<file path="config.mk">
export PLATFORM = sky130hd
export DESIGN_NAME = bfa_find_zero
export DESIGN_NICKNAME = d
export VERILOG_FILES = /design/src/rtl/bfa_pkg.sv /design/src/rtl/bfa_find_zero.sv
export SDC_FILE = /design/constraint.sdc
export NUM_CORES = 1
export LEC_CHECK = 0
export BUFFER_PORTS_ARGS = -buffer_cell sky130_fd_sc_hd__buf_2
export CAP_MARGIN = 30
export CORE_UTILIZATION = 42
export DETAILED_ROUTE_END_ITERATION = 8
export MAX_ROUTING_LAYER = met4
export PLACE_DENSITY_LB_ADDON = 0.3
export SYNTH_ARGS = -nofsm -noshare
export SYNTH_HDL_FRONTEND = slang
export SYNTH_SLANG_ARGS = --single-unit
</file>
<file path="constraint.sdc">
create_clock -name vclk -period 3.3
set_clock_uncertainty 0.05 [all_clocks]
set_input_delay 0.33 -clock vclk [all_inputs]
set_output_delay 0.33 -clock vclk [all_outputs]
set_load 0.05 [all_outputs]
</file>
<file path="src/rtl/bfa_pkg.sv">
// Package for the bitmap frame allocator: sizes, codes, state and bus types.
// Used by every other file of the block; depends on nothing.
`default_nettype none

package bfa_pkg;

  localparam int unsigned FRAME_COUNT = 65536;
  localparam int unsigned WORD_BITS   = 32;
  localparam int unsigned BIT_W       = $clog2(WORD_BITS);
  localparam int unsigned FRAME_W     = 16;
  localparam int unsigned STATUS_W    = 3;
  localparam int unsigned WORD_AW     = FRAME_W - BIT_W;
  localparam int unsigned MAX_WORDS   = 2 ** WORD_AW;
  localparam int unsigned RAW_WORDS   = FRAME_COUNT / WORD_BITS;
  localparam int unsigned USED_WORDS  = (RAW_WORDS < MAX_WORDS) ? RAW_WORDS : MAX_WORDS;

  typedef logic [WORD_AW-1:0]   word_addr_t;
  typedef logic [WORD_BITS-1:0] word_t;
  typedef logic [BIT_W-1:0]     bit_idx_t;
  typedef logic [FRAME_W-1:0]   frame_t;

  localparam word_addr_t         LAST_WORD  = WORD_AW'(USED_WORDS - 1);
  localparam logic [WORD_AW:0]   WORD_LIMIT = (WORD_AW + 1)'(USED_WORDS);
  localparam word_t              FULL_WORD  = '1;

  typedef enum logic {
    KIND_ALLOC = 1'b0,
    KIND_FREE  = 1'b1
  } bfa_kind_e;

  typedef enum logic [STATUS_W-1:0] {
    ST_ALLOCATED = 3'd0,
    ST_MAPPED    = 3'd1,
    ST_NO_FRAME  = 3'd2,
    ST_FREED     = 3'd3,
    ST_NOTHING   = 3'd4
  } bfa_status_e;

  typedef enum logic [2:0] {
    S_CLEAR,
    S_IDLE,
    S_SCAN,
    S_FREE,
    S_EMIT
  } bfa_state_e;

  typedef struct packed {
    bfa_status_e status;
    frame_t      frame_number;
    logic        present;
    logic        writable;
    logic        user;
  } bfa_result_t;

  typedef struct packed {
    logic       en;
    word_addr_t addr;
  } bfa_ram_rd_t;

  typedef struct packed {
    logic       en;
    word_addr_t addr;
    word_t      data;
  } bfa_ram_wr_t;

endpackage

`default_nettype wire

</file>
<file path="src/rtl/bfa_find_zero.sv">
// Finds the lowest clear bit of one bitmap word.
// Depends on bfa_pkg for the word and index types.
`default_nettype none

module bfa_find_zero (
  input  wire bfa_pkg::word_t word_i,
  output logic                found_o,
  output bfa_pkg::bit_idx_t   index_o,
  output bfa_pkg::word_t      mask_o
);

  bfa_pkg::word_t onehot;

  // Adding one carries through the trailing ones and lands on the lowest zero.
  assign onehot  = ~word_i & (word_i + bfa_pkg::word_t'(1));
  assign found_o = (word_i != bfa_pkg::FULL_WORD);
  assign mask_o  = onehot;

  always_comb begin
    index_o = '0;
    for (int i = 0; i < int'(bfa_pkg::WORD_BITS); i++) begin
      if (onehot[i]) begin
        index_o = index_o | bfa_pkg::bit_idx_t'(i);
      end
    end
  end

endmodule

`default_nettype wire
</file>
==> run summary <==
Filler cell count - 142
DP HPWL - 2280 µm
Worst Hold Class - input port to output pin
CP Max Fanout - 10
Total Routing Usage GR - 0.291
Critical path's top delay family - simple AND/OR/NAND/NOR gates
Sw Share - 0.657
Commonest non-fill, non-tap cell in the layout - buf_2
Worst path cell trace - buf_2 -> nand3_1 -> nor4_1 -> nand2b_1 -> or3_1 -> o21ai_0 -> or3_1 -> buf_2
Final Power - 0.0861 mW
Initial antenna violation count - 0
Fin crit share - 0.848
Hold depth - 3
Footprint of the multi-input gates - 702 µm²
Register area share after synthesis - 0
Clock network power share - 0
ANT nets after route - 0
DR vias/cell - 5.70
Final Wtd Congestion - 0.940
Achievable frequency - 0.357 GHz
Syn Area/Cell - 5.56 µm²
CP Class - input port to output pin
CP Depth - 8
Most frequent cells in the layout - buf_2, nor2_1, nor3_1, nand3_1, nand2_1
Die Footprint - 0.00189 mm²
Number of DRC markers in iteration 0 - 55
CP max stage cell - nor4_1
Min setup slack post-route - 0.502 ns
Core area - 0.00156 mm²
CLK BUF - 0
Synth Warn # - 0
Vias - 1226
NumNets Final - 233
Flop pwr share - 0
Comb power frac - 1.000
FF/Latch Area - 0 µm²
Rel. slew slack - 0.720
Crit start category - input port
Top area cells in the synthesized netlist - nor2_1, nor3_1, nand3_1, or3_1, nand2_1
Status - finished, violations left
Actual slew at the worst max-slew pin - 0.416 ns
Max-slew violation count - 0
GRT met1 Usage - 0.383
Final Cell Area - 0.00110 mm²
Static Leak - 0.608 nW
Maximum VDD drop - 0.0450 mV
Pwr dens - 78.1 mW/mm²
Layer with the highest usage - met2
NetSw - 0.0566 mW
Unrepaired setup endpoints after global routing - false
Router iterations before antenna repair - 6
Setup tns final - 0 ns
Fraction of layout cells with a size suffix above 1 - 0.392
Starting Density - 0.464
Dpl ws - 0.561 ns
Port-buffer cells - 70
Mapped Cells - 130
Antenna diodes - 0
Residual DRC - 10
Seq cells - 0
Gr ovfl total - 0
Post-CTS Setup Bufs - 0
Synth-to-Final Area Change - 52.4%
Critical Path RT - 2.92 ns
Violated checks - DRC
Share of the synthesized area in the top cell type - 0.125
Routed WL - 2620 µm
Crit path from - word_i[7]
Mapped cell area - 723 µm²
Endpoint type of the worst setup path - output pin
MaxCap Viol Count - 0
Inst Count DP - 215
DIE HEIGHT - 43.5 µm
Area leader, netlist - nor2_1
Worst path arrival time - 2.42 ns
Worst setup path endpoint - index_o[2]
Final setup violation count - 0
Synthesized Nets - 162
Placed Area - 0.00110 mm²
Hold_buf cts - 0
Vias in the first global route - 1008
DIE WIDTH - 43.5 µm
Pin count of the biggest net entering global routing - 11
Crit-path max cell delay - 0.44 ns
Met2 usage - 0.515
Hold Fails Final Rpt - 0
Cell variety after synth - 34
Gates resized, CTS repair - 0
Non-filler cells, final - 215
Fin crit period - 2.80 ns
Internal cell power - 0.0295 mW
First-pass GRT wire length - 4310 µm
Post-DR wirelength/cell - 12.2 µm
Io pins - 70
Crit path buf inv count - 2
GRT met3 Usage - 0.0125
Row count - 14
-- stage by stage --
| step | utilization | hold slack, ns |
|---|---|---|
| finish | 0.707 | 0.959 |
| global route | 0.707 | 0.975 |
| global placement | 0.707 | 0.953 |
| floorplan | - | 0.714 |
| detailed placement | 0.707 | 0.959 |
| CTS | 0.707 | 0.960 |
-- layout make-up --
class,count,share of cell area
Multi-Input combinational cell,121,0.637
Inverter,8,0.0272
Tap cell,16,0.0182
Timing Repair Buffer,70,0.318
-- worst min-delay path by stage --
| stage | from | endpoint | slack, ns |
|---|---|---|---|
| finish | word_i[6] | mask_o[6] | 0.96 |
| global route | word_i[22] | mask_o[22] | 0.97 |
| CTS | word_i[22] | mask_o[22] | 0.96 |
| detailed placement | word_i[10] | mask_o[10] | 0.96 |
| global placement | word_i[6] | mask_o[6] | 0.95 |
| floorplan | word_i[26] | mask_o[26] | 0.71 |
-- worst min-delay path, delay by kind of cell --
family,cells,cell delay [ns]
buf+inv,2,0.30
simple gates,1,0.05
-- cells in the mapped netlist (2+ instances only) --
cell type and n:
a21boi_0 2, a21o_1 2, a21oi_1 6, and2_1 2
and3_1 3, inv_1 8, nand2_1 11, nand2b_1 4
nand3_1 11, nand3b_1 3, nand4_1 4, nor2_1 24
nor3_1 13, nor3b_1 2, nor4_1 3, o21ai_0 5
or3_1 8, or4_1 2, or4_4 2
-- power groups by stage --
stage          sequential [mW]  clock, mW  combinational, mW
3_3_place_gp                 0          0             0.0836
6_report                     0          0             0.0861
2_1_floorplan                0          0             0.0423
5_1_grt                      0          0             0.0946
3_5_place_dp                 0          0             0.0851
4_1_cts                      0          0             0.0854
-- metal layers --
| metal | vias to the layer above | wire length [µm] |
|---|---|---|
| met1 | 535 | 1140 |
| li1 | 627 | - |
| met3 | 2 | 179 |
| met5 | - | 0 |
| met4 | 0 | 14 |
| met2 | 62 | 1280 |
-- cells by family (layout without fill, tap and decap cells) --
logic type	after synthesis	after routing	share of synthesized area
buffers and inverters	9	78	0.0467
AND/OR/NAND/NOR	99	99	0.768
AO/OA/AOI/OAI	22	22	0.185
(Power assumes the default switching activity.)
